--- src/rtl/core/ewg_pkg.sv ---
// ----------------------------------------------------------------------------
// ewg_pkg
// Types, codes and constants shared by the enveloped waveform generator.
// ----------------------------------------------------------------------------
package ewg_pkg;

  typedef enum logic [3:0] {
    ST_IDLE,
    ST_WAVE,
    ST_TBL,
    ST_RAMP,
    ST_RFIN,
    ST_VLOAD,
    ST_VMUL,
    ST_EMUL,
    ST_DONE
  } state_e;

  // waveform codes
  localparam logic [2:0] WAVE_SINE   = 3'd0;
  localparam logic [2:0] WAVE_SQUARE = 3'd1;
  localparam logic [2:0] WAVE_SAW    = 3'd2;
  localparam logic [2:0] WAVE_TRI    = 3'd3;
  localparam logic [2:0] WAVE_NOISE  = 3'd4;

  // register indexes
  localparam logic [2:0] REG_VOLUME       = 3'd0;
  localparam logic [2:0] REG_PERIOD       = 3'd1;
  localparam logic [2:0] REG_RAMP_STEP    = 3'd2;
  localparam logic [2:0] REG_PHASE_STEP   = 3'd3;
  localparam logic [2:0] REG_NOTE_LENGTH  = 3'd4;
  localparam logic [2:0] REG_DECAY_LENGTH = 3'd5;
  localparam logic [2:0] REG_DECAY_STEP   = 3'd6;

  // register reset values
  localparam logic [14:0] VOLUME_RST       = 15'd16384;
  localparam logic [15:0] PERIOD_RST       = 16'd100;
  localparam logic [14:0] RAMP_STEP_RST    = 15'd655;
  localparam logic [31:0] PHASE_STEP_RST   = 32'd42852281;
  localparam logic [16:0] NOTE_LENGTH_RST  = 17'd44100;
  localparam logic [16:0] DECAY_LENGTH_RST = 17'd22050;
  localparam logic [22:0] DECAY_STEP_RST   = 23'd380;

  localparam logic [23:0] ONE_Q23    = 24'h800000;
  localparam logic [31:0] NOISE_SEED = 32'hACE1ACE1;
  localparam logic [31:0] NOISE_TAPS = 32'h80200003;

  localparam logic signed [15:0] W_MAX = 16'sh7FFF;
  localparam logic signed [15:0] W_MIN = 16'sh8000;

  // odd polynomial coefficients for the quarter-wave table
  localparam logic [63:0] PC1 = 64'd421657428;
  localparam logic [63:0] PC3 = 64'd173399669;
  localparam logic [63:0] PC5 = 64'd21392326;
  localparam logic [63:0] PC7 = 64'd1256749;

  // one quarter-sine entry, u is the angle in 1/65536 of a quarter turn
  function automatic logic [14:0] quarter_sine(input logic [63:0] u);
    logic [63:0] u2;
    logic [63:0] t;
    logic [63:0] y;
    logic [63:0] v;
    u2 = (u * u) >> 16;
    t  = PC7;
    t  = PC5 - ((t * u2) >> 16);
    t  = PC3 - ((t * u2) >> 16);
    t  = PC1 - ((t * u2) >> 16);
    y  = (t * u) >> 16;
    v  = (y * 64'd32767 + 64'd134217728) >> 28;
    if (v > 64'd32767) begin
      v = 64'd32767;
    end
    return v[14:0];
  endfunction

endpackage

--- src/rtl/core/enveloped_waveform_generator_top.sv ---
// ----------------------------------------------------------------------------
// enveloped_waveform_generator_top
// Trigger beats are taken in the idle state and start no computation. A tick
// beat runs on the bit-serial shift-add multiplier, one multiplier bit per cycle
// (ramp for saw and triangle, then volume, then envelope for sine and square).
// One beat is worked on at a time; the output register holds a result while
// the next beat is taken. rst_ni clears asynchronously: registers to their
// defaults, no note sounding, LFSR at its seed.
// ----------------------------------------------------------------------------
module enveloped_waveform_generator_top #(
  parameter int unsigned SINE_TABLE_DEPTH = 256,
  parameter int unsigned SAMPLE_WIDTH     = 16
) (
  input  logic        clk_i,
  input  logic        rst_ni,
  // input stream
  input  logic        s_axis_tvalid,
  output logic        s_axis_tready,
  input  logic [7:0]  s_axis_tdata,   // [2:0] waveform
  input  logic        s_axis_tuser,   // [0] func (1 trigger, 0 tick)
  // output stream
  output logic        m_axis_tvalid,
  input  logic        m_axis_tready,
  output logic [((SAMPLE_WIDTH + 7) / 8) * 8 - 1:0] m_axis_tdata, // [SW-1:0] sample
  output logic        m_axis_tuser,   // [0] active
  output logic        m_axis_tlast,
  // register port
  input  logic        psel,
  input  logic        penable,
  input  logic        pwrite,
  input  logic [4:0]  paddr,
  input  logic [31:0] pwdata,
  output logic [31:0] prdata,
  output logic        pready
);

  localparam int unsigned OUT_DW = ((SAMPLE_WIDTH + 7) / 8) * 8;
  localparam int unsigned IDX_W  = $clog2(SINE_TABLE_DEPTH);
  localparam int unsigned PW     = 31 + IDX_W;
  localparam int unsigned MW     = 42;
  localparam logic [IDX_W-1:0] IDX_MAX = IDX_W'(SINE_TABLE_DEPTH - 1);

  // quarter-wave table
  logic [14:0] sine_rom [SINE_TABLE_DEPTH];

  for (genvar k = 0; k < SINE_TABLE_DEPTH; k++) begin : g_rom
    localparam logic [63:0] SINE_U = 64'(((2 * k + 1) * 65536) / (2 * SINE_TABLE_DEPTH));
    assign sine_rom[k] = ewg_pkg::quarter_sine(SINE_U);
  end

  // configuration
  logic [14:0] volume_q;
  logic [15:0] period_q;
  logic [14:0] ramp_q;
  logic [31:0] phase_step_q;
  logic [16:0] note_len_q;
  logic [16:0] decay_len_q;
  logic [22:0] decay_step_q;
  logic        cfg_wr;

  assign pready = 1'b1;
  assign cfg_wr = psel & penable & pwrite;

  always_ff @(posedge clk_i or negedge rst_ni) begin
    if (!rst_ni) begin
      volume_q     <= ewg_pkg::VOLUME_RST;
      period_q     <= ewg_pkg::PERIOD_RST;
      ramp_q       <= ewg_pkg::RAMP_STEP_RST;
      phase_step_q <= ewg_pkg::PHASE_STEP_RST;
      note_len_q   <= ewg_pkg::NOTE_LENGTH_RST;
      decay_len_q  <= ewg_pkg::DECAY_LENGTH_RST;
      decay_step_q <= ewg_pkg::DECAY_STEP_RST;
    end else if (cfg_wr) begin
      unique case (paddr[4:2])
        ewg_pkg::REG_VOLUME:       volume_q     <= pwdata[14:0];
        ewg_pkg::REG_PERIOD:       period_q     <= pwdata[15:0];
        ewg_pkg::REG_RAMP_STEP:    ramp_q       <= pwdata[14:0];
        ewg_pkg::REG_PHASE_STEP:   phase_step_q <= pwdata;
        ewg_pkg::REG_NOTE_LENGTH:  note_len_q   <= pwdata[16:0];
        ewg_pkg::REG_DECAY_LENGTH: decay_len_q  <= pwdata[16:0];
        ewg_pkg::REG_DECAY_STEP:   decay_step_q <= pwdata[22:0];
        default: ;
      endcase
    end
  end

  always_comb begin
    unique case (paddr[4:2])
      ewg_pkg::REG_VOLUME:       prdata = 32'(volume_q);
      ewg_pkg::REG_PERIOD:       prdata = 32'(period_q);
      ewg_pkg::REG_RAMP_STEP:    prdata = 32'(ramp_q);
      ewg_pkg::REG_PHASE_STEP:   prdata = phase_step_q;
      ewg_pkg::REG_NOTE_LENGTH:  prdata = 32'(note_len_q);
      ewg_pkg::REG_DECAY_LENGTH: prdata = 32'(decay_len_q);
      ewg_pkg::REG_DECAY_STEP:   prdata = 32'(decay_step_q);
      default:                   prdata = 32'd0;
    endcase
  end

  // state
  ewg_pkg::state_e state_q, state_d;

  logic [16:0]            note_pos_q,  note_pos_d;
  logic [15:0]            cycle_pos_q, cycle_pos_d;
  logic                   rising_q,    rising_d;
  logic [31:0]            phase_q,     phase_d;
  logic [23:0]            env_q,       env_d;
  logic [31:0]            noise_q,     noise_d;
  logic [2:0]             wave_q,      wave_d;
  logic                   active_q,    active_d;
  logic                   silent_q,    silent_d;
  logic [IDX_W-1:0]       idx_q,       idx_d;
  logic                   neg_q,       neg_d;
  logic signed [15:0]     w_q,         w_d;
  logic signed [MW-1:0]   mcand_q,     mcand_d;
  logic [23:0]            mplier_q,    mplier_d;
  logic signed [MW-1:0]   acc_q,       acc_d;
  logic signed [16:0]     s_q,         s_d;
  logic                   out_valid_q, out_valid_d;
  logic [SAMPLE_WIDTH-1:0] out_sample_q, out_sample_d;
  logic                   out_active_q, out_active_d;
  logic                   out_last_q,  out_last_d;

  // control
  logic in_acc;
  logic out_load;
  logic mul_step;
  logic mul_done;

  // helpers
  logic [15:0]            per_w;
  logic [15:0]            half_w;
  logic [15:0]            cp_w;
  logic                   tri_wrap;
  logic [31:0]            noise_nxt;
  logic [PW-1:0]          sine_prod;
  logic [IDX_W-1:0]       sine_idx;
  logic [16:0]            len_w;
  logic [16:0]            start_w;
  logic signed [33:0]     ramp_two;
  logic signed [33:0]     ramp_ext;
  logic signed [15:0]     ramp_val;
  logic [17:0]            pos_inc;
  logic                   last_w;
  logic [23:0]            env_dec;
  logic signed [15:0]     s16;
  logic [SAMPLE_WIDTH-1:0] samp_fmt;

  assign in_acc   = s_axis_tvalid & s_axis_tready;
  assign mul_done = (mplier_q == 24'd0);

  assign per_w    = (period_q == 16'd0) ? 16'd1 : period_q;
  assign half_w   = ((per_w >> 1) == 16'd0) ? 16'd1 : (per_w >> 1);
  assign tri_wrap = (cycle_pos_q >= half_w);
  always_comb begin
    if (wave_q == ewg_pkg::WAVE_TRI) begin
      cp_w = tri_wrap ? 16'd0 : cycle_pos_q;
    end else begin
      cp_w = (cycle_pos_q >= per_w) ? 16'd0 : cycle_pos_q;
    end
  end

  assign noise_nxt = noise_q[0] ? ((noise_q >> 1) ^ ewg_pkg::NOISE_TAPS) : (noise_q >> 1);

  assign sine_prod = PW'(phase_q[29:0]) * PW'(SINE_TABLE_DEPTH);
  assign sine_idx  = phase_q[30] ? (IDX_MAX - sine_prod[30 +: IDX_W])
                                 : sine_prod[30 +: IDX_W];

  // ramp value from the product in acc
  assign ramp_two = (wave_q == ewg_pkg::WAVE_TRI) ? $signed({1'b0, acc_q[31:0], 1'b0})
                                                 : $signed({2'b00, acc_q[31:0]});
  assign ramp_ext = (wave_q == ewg_pkg::WAVE_TRI && !rising_q) ? (34'sd32768 - ramp_two)
                                                              : (ramp_two - 34'sd32768);
  always_comb begin
    priority if (ramp_ext > 34'sd32767) begin
      ramp_val = ewg_pkg::W_MAX;
    end else if (ramp_ext < -34'sd32768) begin
      ramp_val = ewg_pkg::W_MIN;
    end else begin
      ramp_val = ramp_ext[15:0];
    end
  end

  // note bookkeeping
  assign len_w   = (note_len_q == 17'd0) ? 17'd1 : note_len_q;
  assign start_w = (len_w > decay_len_q) ? (len_w - decay_len_q) : 17'd0;
  assign pos_inc = 18'(note_pos_q) + 18'd1;
  assign last_w  = (pos_inc >= 18'(len_w));
  assign env_dec = (env_q > 24'(decay_step_q)) ? (env_q - 24'(decay_step_q)) : 24'd0;

  // output formatting
  always_comb begin
    priority if (s_q > 17'sd32767) begin
      s16 = ewg_pkg::W_MAX;
    end else if (s_q < -17'sd32768) begin
      s16 = ewg_pkg::W_MIN;
    end else begin
      s16 = s_q[15:0];
    end
  end

  if (SAMPLE_WIDTH >= 16) begin : g_widen
    assign samp_fmt = SAMPLE_WIDTH'(s16) <<< (SAMPLE_WIDTH - 16);
  end else begin : g_narrow
    localparam int unsigned SH = 16 - SAMPLE_WIDTH;
    localparam logic signed [16:0] HI = 17'sd1 <<< (SAMPLE_WIDTH - 1);
    logic signed [16:0] rnd;
    assign rnd = (17'(s16) + $signed(17'(1 << (SH - 1)))) >>> SH;
    assign samp_fmt = (rnd >= HI) ? SAMPLE_WIDTH'(HI - 17'sd1) : rnd[SAMPLE_WIDTH-1:0];
  end

  // next state
  always_comb begin
    state_d = state_q;
    unique case (state_q)
      ewg_pkg::ST_IDLE: begin
        if (in_acc && !s_axis_tuser) begin
          state_d = active_q ? ewg_pkg::ST_WAVE : ewg_pkg::ST_DONE;
        end
      end
      ewg_pkg::ST_WAVE: begin
        unique case (wave_q)
          ewg_pkg::WAVE_SINE: state_d = ewg_pkg::ST_TBL;
          ewg_pkg::WAVE_SAW,
          ewg_pkg::WAVE_TRI:  state_d = ewg_pkg::ST_RAMP;
          default:            state_d = ewg_pkg::ST_VLOAD;
        endcase
      end
      ewg_pkg::ST_TBL:   state_d = ewg_pkg::ST_VLOAD;
      ewg_pkg::ST_RAMP:  if (mul_done) state_d = ewg_pkg::ST_RFIN;
      ewg_pkg::ST_RFIN:  state_d = ewg_pkg::ST_VLOAD;
      ewg_pkg::ST_VLOAD: state_d = ewg_pkg::ST_VMUL;
      ewg_pkg::ST_VMUL: begin
        if (mul_done) begin
          state_d = (wave_q == ewg_pkg::WAVE_SINE || wave_q == ewg_pkg::WAVE_SQUARE)
                    ? ewg_pkg::ST_EMUL : ewg_pkg::ST_DONE;
        end
      end
      ewg_pkg::ST_EMUL:  if (mul_done) state_d = ewg_pkg::ST_DONE;
      ewg_pkg::ST_DONE:  if (out_load) state_d = ewg_pkg::ST_IDLE;
      default:           state_d = ewg_pkg::ST_IDLE;
    endcase
  end

  // control outputs
  always_comb begin
    s_axis_tready = (state_q == ewg_pkg::ST_IDLE);
    out_load      = (state_q == ewg_pkg::ST_DONE) && (!out_valid_q || m_axis_tready);
    mul_step      = (state_q == ewg_pkg::ST_RAMP || state_q == ewg_pkg::ST_VMUL ||
                     state_q == ewg_pkg::ST_EMUL) && !mul_done;
  end

  // datapath
  always_comb begin
    note_pos_d   = note_pos_q;
    cycle_pos_d  = cycle_pos_q;
    rising_d     = rising_q;
    phase_d      = phase_q;
    env_d        = env_q;
    noise_d      = noise_q;
    wave_d       = wave_q;
    active_d     = active_q;
    silent_d     = silent_q;
    idx_d        = idx_q;
    neg_d        = neg_q;
    w_d          = w_q;
    mcand_d      = mcand_q;
    mplier_d     = mplier_q;
    acc_d        = acc_q;
    s_d          = s_q;
    out_sample_d = out_sample_q;
    out_active_d = out_active_q;
    out_last_d   = out_last_q;
    out_valid_d  = out_valid_q && !m_axis_tready;

    // shift-add step
    if (mul_step) begin
      if (mplier_q[0]) begin
        acc_d = acc_q + mcand_q;
      end
      mcand_d  = mcand_q <<< 1;
      mplier_d = mplier_q >> 1;
    end

    unique case (state_q)
      ewg_pkg::ST_IDLE: begin
        if (in_acc) begin
          if (s_axis_tuser) begin
            wave_d      = s_axis_tdata[2:0];
            note_pos_d  = 17'd0;
            cycle_pos_d = 16'd0;
            rising_d    = 1'b1;
            phase_d     = 32'd0;
            env_d       = ewg_pkg::ONE_Q23;
            active_d    = 1'b1;
          end else begin
            silent_d = !active_q;
          end
        end
      end
      ewg_pkg::ST_WAVE: begin
        unique case (wave_q)
          ewg_pkg::WAVE_SINE: begin
            idx_d   = sine_idx;
            neg_d   = phase_q[31];
            phase_d = phase_q + phase_step_q;
          end
          ewg_pkg::WAVE_SQUARE: begin
            w_d         = (cp_w < (per_w >> 1)) ? ewg_pkg::W_MAX : ewg_pkg::W_MIN;
            cycle_pos_d = cp_w + 16'd1;
          end
          ewg_pkg::WAVE_SAW,
          ewg_pkg::WAVE_TRI: begin
            if (wave_q == ewg_pkg::WAVE_TRI && tri_wrap) begin
              rising_d = !rising_q;
            end
            cycle_pos_d = cp_w + 16'd1;
            mcand_d     = MW'(cp_w);
            mplier_d    = 24'(ramp_q);
            acc_d       = '0;
          end
          ewg_pkg::WAVE_NOISE: begin
            noise_d = noise_nxt;
            w_d     = $signed({1'b0, noise_nxt[30:16]});
          end
          default: w_d = 16'sd0;
        endcase
      end
      ewg_pkg::ST_TBL: begin
        w_d = neg_q ? -$signed({1'b0, sine_rom[idx_q]}) : $signed({1'b0, sine_rom[idx_q]});
      end
      ewg_pkg::ST_RAMP: ;
      ewg_pkg::ST_RFIN: w_d = ramp_val;
      ewg_pkg::ST_VLOAD: begin
        mcand_d  = MW'(w_q);
        mplier_d = 24'(volume_q);
        acc_d    = MW'(17'sd16384);
      end
      ewg_pkg::ST_VMUL: begin
        if (mul_done) begin
          s_d      = 17'(acc_q >>> 15);
          mcand_d  = MW'(17'(acc_q >>> 15));
          mplier_d = env_q;
          acc_d    = MW'(24'sd4194304);
        end
      end
      ewg_pkg::ST_EMUL: begin
        if (mul_done) begin
          s_d = 17'(acc_q >>> 23);
        end
      end
      ewg_pkg::ST_DONE: begin
        if (out_load) begin
          out_valid_d = 1'b1;
          if (silent_q) begin
            out_sample_d = '0;
            out_active_d = 1'b0;
            out_last_d   = 1'b0;
          end else begin
            out_sample_d = samp_fmt;
            out_active_d = 1'b1;
            out_last_d   = last_w;
            if (note_pos_q >= start_w) begin
              env_d = env_dec;
            end
            note_pos_d = pos_inc[16:0];
            if (last_w) begin
              active_d = 1'b0;
            end
          end
        end
      end
      default: ;
    endcase
  end

  always_ff @(posedge clk_i or negedge rst_ni) begin
    if (!rst_ni) begin
      state_q     <= ewg_pkg::ST_IDLE;
      note_pos_q  <= 17'd0;
      cycle_pos_q <= 16'd0;
      rising_q    <= 1'b1;
      phase_q     <= 32'd0;
      env_q       <= ewg_pkg::ONE_Q23;
      noise_q     <= ewg_pkg::NOISE_SEED;
      wave_q      <= ewg_pkg::WAVE_SINE;
      active_q    <= 1'b0;
      silent_q    <= 1'b1;
      out_valid_q <= 1'b0;
    end else begin
      state_q     <= state_d;
      note_pos_q  <= note_pos_d;
      cycle_pos_q <= cycle_pos_d;
      rising_q    <= rising_d;
      phase_q     <= phase_d;
      env_q       <= env_d;
      noise_q     <= noise_d;
      wave_q      <= wave_d;
      active_q    <= active_d;
      silent_q    <= silent_d;
      out_valid_q <= out_valid_d;
    end
  end

  always_ff @(posedge clk_i) begin
    idx_q        <= idx_d;
    neg_q        <= neg_d;
    w_q          <= w_d;
    mcand_q      <= mcand_d;
    mplier_q     <= mplier_d;
    acc_q        <= acc_d;
    s_q          <= s_d;
    out_sample_q <= out_sample_d;
    out_active_q <= out_active_d;
    out_last_q   <= out_last_d;
  end

  assign m_axis_tvalid = out_valid_q;
  assign m_axis_tdata  = OUT_DW'(out_sample_q);
  assign m_axis_tuser  = out_active_q;
  assign m_axis_tlast  = out_last_q;

endmodule
--- config.mk ---
export PLATFORM = sky130hd
export DESIGN_NAME = enveloped_waveform_generator_top
export DESIGN_NICKNAME = d
export VERILOG_FILES = /design/src/rtl/core/ewg_pkg.sv /design/src/rtl/core/enveloped_waveform_generator_top.sv
export SDC_FILE = /design/constraint.sdc
export NUM_CORES = 1
export LEC_CHECK = 0
export ABC_AREA = 0
export ABC_CLOCK_PERIOD_IN_PS = 8500
export BUFFER_PORTS_ARGS = -buffer_cell sky130_fd_sc_hd__clkbuf_2
export CAP_MARGIN = 30
export CELL_PAD_IN_SITES_DETAIL_PLACEMENT = 1
export CELL_PAD_IN_SITES_GLOBAL_PLACEMENT = 1
export CORE_MARGIN = 5
export CORE_UTILIZATION = 35
export DETAILED_ROUTE_END_ITERATION = 7
export GPL_TIMING_DRIVEN = 1
export PLACE_DENSITY = 0.69
export SETUP_SLACK_MARGIN = 0.3
export SLEW_MARGIN = 20
export SYNTH_ARGS = -nofsm -noshare
export SYNTH_HDL_FRONTEND = slang
export SYNTH_SLANG_ARGS = --single-unit
export TNS_END_PERCENT = 50
--- constraint.sdc ---
create_clock -name clk_i -period 8.5 [get_ports clk_i]
set_clock_uncertainty 0.1 [all_clocks]
set_input_delay 1.275 -clock clk_i [delete_from_list [all_inputs] [get_ports clk_i]]
set_output_delay 1.275 -clock clk_i [all_outputs]
set_load 0.1 [all_outputs]
==> results_dict.tcl <==
set metrics [dict create \
    crit_path_end_kind "register" \
    rows 112 \
    cpMostUsedCell "o21a_1" \
    die_w_microns 315 \
    area_growth_pct 10.2 \
    setup_tns_ns 0 \
    p_clk_frac 0.186 \
    crit_end "env_q[13]" \
    yosysTopAreaCell "dfrtp_1" \
    clkTransAtPathRegs_ns 0.06 \
    drc_errors 0 \
    irDropWorstVdd_uv 208 \
    cp-startpoint "note_len_q[0]" \
    combPwrFrac 0.533 \
    slew_violations 0 \
    cts_root_buf "clkbuf_16" \
    ios 106 \
    wire_per_inst_microns 23.0 \
    post_synth_main_area_contributors "dfrtp_1, ha_1, dfxtp_1, edfxtp_1, o21ai_0" \
    setup_slack_ns 2.00 \
    start_kind "register" \
    synth-seq-cells 431 \
    async_reset_ff_frac 0.619 \
    numCtsBuffers 51 \
    fmax_mhz 154 \
    first_global_vias 29900 \
    antennaDiodeCount 0 \
    swShare 0.463 \
    switchingPower_mw 5.57 \
    intPower_mw 6.47 \
    synth_ff_type "dfrtp_1" \
    p_leak_nw 15.9 \
    power_frac_seq 0.281 \
    synthCells 3799 \
    clk_latency_ns 0.62 \
    first_pass_iters 8 \
    die_h_microns 315 \
    setup_violations 0 \
    postCtsHoldBufs 0 \
    cp.depth 30 \
    cts.htree.levels 2 \
    worst-r2r-setup-slack_ns 2.00 \
    place_area_sq_um 34200 \
    slowest_delay_ns 0.52 \
    power_mw 12.0 \
    crit_required_ns 8.96 \
    hold_path_class "reg -> reg" \
    synth_top_family_by_area "compound AO/OA/AOI/OAI gates" \
    power_density_nw_per_um2 335 \
    num_vias 29900 \
    hpwl_microns 84100 \
    cp_max_fo 21 \
    path_buf_inv 3 \
    postSynthAreaPerCell_sq_um 8.58 \
    rr_startpoint "note_len_q[0]" \
    synth_edf_count 60 \
    grt_max_degree 166 \
    grt-ovfl-total 0 \
    drt-initial-drc-count 2642 \
    core_area_sq_um 92900 \
    fill_cells 10900 \
    tritoncts "yes" \
    slew_headroom 0.345 \
    synth_xor_area_frac 0.0441 \
    final_nets 4037 \
    muxShareOfSynthArea 0.0857 \
    multi_input_area_sq_um 20400 \
    crit_arrival_ns 6.95 \
    synth_top_area_share 0.156 \
    synthesis.nets 4085 \
    slowest_stage "or4_1" \
    finalCoreUtilization 0.387 \
    max-cap-violations 0 \
    synth_simple_gate_area_frac 0.168 \
    initial_core_util 0.351 \
    yosysSeqAreaShare 0.327 \
    hold_violations 0 \
    clockBufferDepth 3 \
    crit_family "compound AO/OA/AOI/OAI gates" \
    cts_sinks 431 \
    routed_wl_microns 116000 \
    drive_gt1_frac 0.131 \
    antenna_found_initial 1 \
    r2r_cells 30 \
    yosysUniqueCellTypes 104 \
    ys_warn_count 0 \
    status "completed" \
    r2r-end "env_q[13]" \
    grt_pass1_wl_microns 181000 \
    post-route-period-util 0.764 \
    final_cell_area_sq_um 35900 \
    dp_worst_setup_slack_ns 2.13 \
    synthAdderAreaFrac 0.0904 \
    min_period_ns 6.50 \
    viasPerCell 5.92 \
    synth-compound-area-share 0.234 \
    grt_util_all_layers 0.227 \
    post_cts_resized 0 \
    worstMarginPinSlew_ns 0.983 \
    path_class "reg -> reg" \
    gp_congestion 0.943 \
    rsz0062_at_grt "no" \
    die_area_sq_um 99300 \
    port_buffers 97 \
    cts_setup_buffers 0 \
    synth_area_sq_um 32600 \
    antenna_left 0 \
    seq_area_sq_um 10600 \
]
==> synthesized netlist by cell type (all sizes together) (64+ instances only) <==
master and n:
a21o 85, o21ai 363, nand3 80, nand2 395, dfxtp 104, clkbuf 180
ha 229, buf 81, mux2i 108, nor3 77, mux2 116, nor2 266
xnor2 95, xor2 69, inv 153, a21oi 231, dfstp 64, dfrtp 203
==> stage by stage <==
stage / instances / hold slack, ns
4_1_cts: 5046 / 0.338
6_report: 5048 / 0.351
2_1_floorplan: 3799 / 0.319
3_3_place_gp: 4947 / 0.337
5_1_grt: 5048 / 0.362
3_5_place_dp: 4950 / 0.352
==> cell families (layout without fill, tap and decap cells) <==
logic type | count (synthesis) | count (layout)
compound gates | 1172 | 1172
other cells | 1 | 1
fa+ha+maj | 233 | 233
xor+xnor | 164 | 164
mux | 242 | 242
simple gates | 1141 | 1141
flops | 431 | 431
buf+inv | 415 | 410
==> worst min-delay path by stage <==
stage / startpoint / end / slack (ns) / cells after the start
final: w_q[12] / mcand_q[12] / 0.35 / 2
after CTS: w_q[12] / mcand_q[12] / 0.34 / 2
after global routing: w_q[12] / mcand_q[12] / 0.36 / 2
after detailed placement: active_q / silent_q / 0.35 / 1
after global placement: active_q / silent_q / 0.34 / 1
after floorplan: active_q / silent_q / 0.32 / 1
==> final cells by class <==
cell class	instances	area share
multi-input cells	2953	0.567
flip-flops and latches	431	0.296
well taps	1254	0.0437
clock buffers	82	0.0431
repair buffers	160	0.0289
inverters	154	0.0161
clock inverters	14	0.00446
==> registers in the layout (all words and copies together), names as in the netlist, 3 cells and up <==
| name | count |
|---|---|
| s_q | 17 |
| cycle_pos_q | 16 |
| volume_q | 15 |
| ramp_q | 15 |
| m_axis_tdata | 16 |
| acc_q | 40 |
| wave_q | 3 |
| idx_q | 8 |
| decay_step_q | 23 |
| period_q | 16 |
| w_q | 16 |
| mcand_q | 40 |
| phase_q | 32 |
| note_pos_q | 17 |
| phase_step_q | 32 |
| note_len_q | 17 |
| env_q | 24 |
| decay_len_q | 17 |
| state_q | 4 |
| noise_q | 32 |
| mplier_q | 24 |
==> power groups by stage <==
| stage | logic [mW] | registers, mW | clock network (mW) |
|---|---|---|---|
| 2_1_floorplan | 4.84 | 3.05 | 0 |
| 3_3_place_gp | 6.19 | 3.38 | 0 |
| 3_5_place_dp | 6.31 | 3.40 | 0 |
| 4_1_cts | 6.35 | 3.36 | 2.30 |
| 5_1_grt | 7.01 | 3.44 | 2.38 |
| 6_report | 6.42 | 3.38 | 2.24 |
==> routing by layer <==
layer,up-vias,GRT usage,share of wire
li1,13800,-,-
met1,14900,0.320,0.45
met2,975,0.371,0.46
met3,192,0.0261,0.061
met4,0,0.0611,0.029
met5,-,0,0
==> worst min-delay path, delay by kind of cell (launching register included) <==
| family | cells | cell delay, ns |
|---|---|---|
| compound gates | 2 | 0.14 |
| flops | 1 | 0.33 |
==> cell usage in the layout, fill, tap and decap left out, types with 60 or more instances in the layout <==
cell type    n
xor2_1      69
nor2_1     261
a21oi_1    229
mux2i_1    108
dfstp_2     64
ha_1       229
o21ai_0    353
edfxtp_1    60
nand3_1     80
nor3_1      75
xnor2_1     95
nand2_1    395
dfxtp_1    104
clkbuf_2    96
a21o_1      85
dfrtp_1    203
mux2_2     116
inv_1      152
Power figures use the tool's default switching activity.
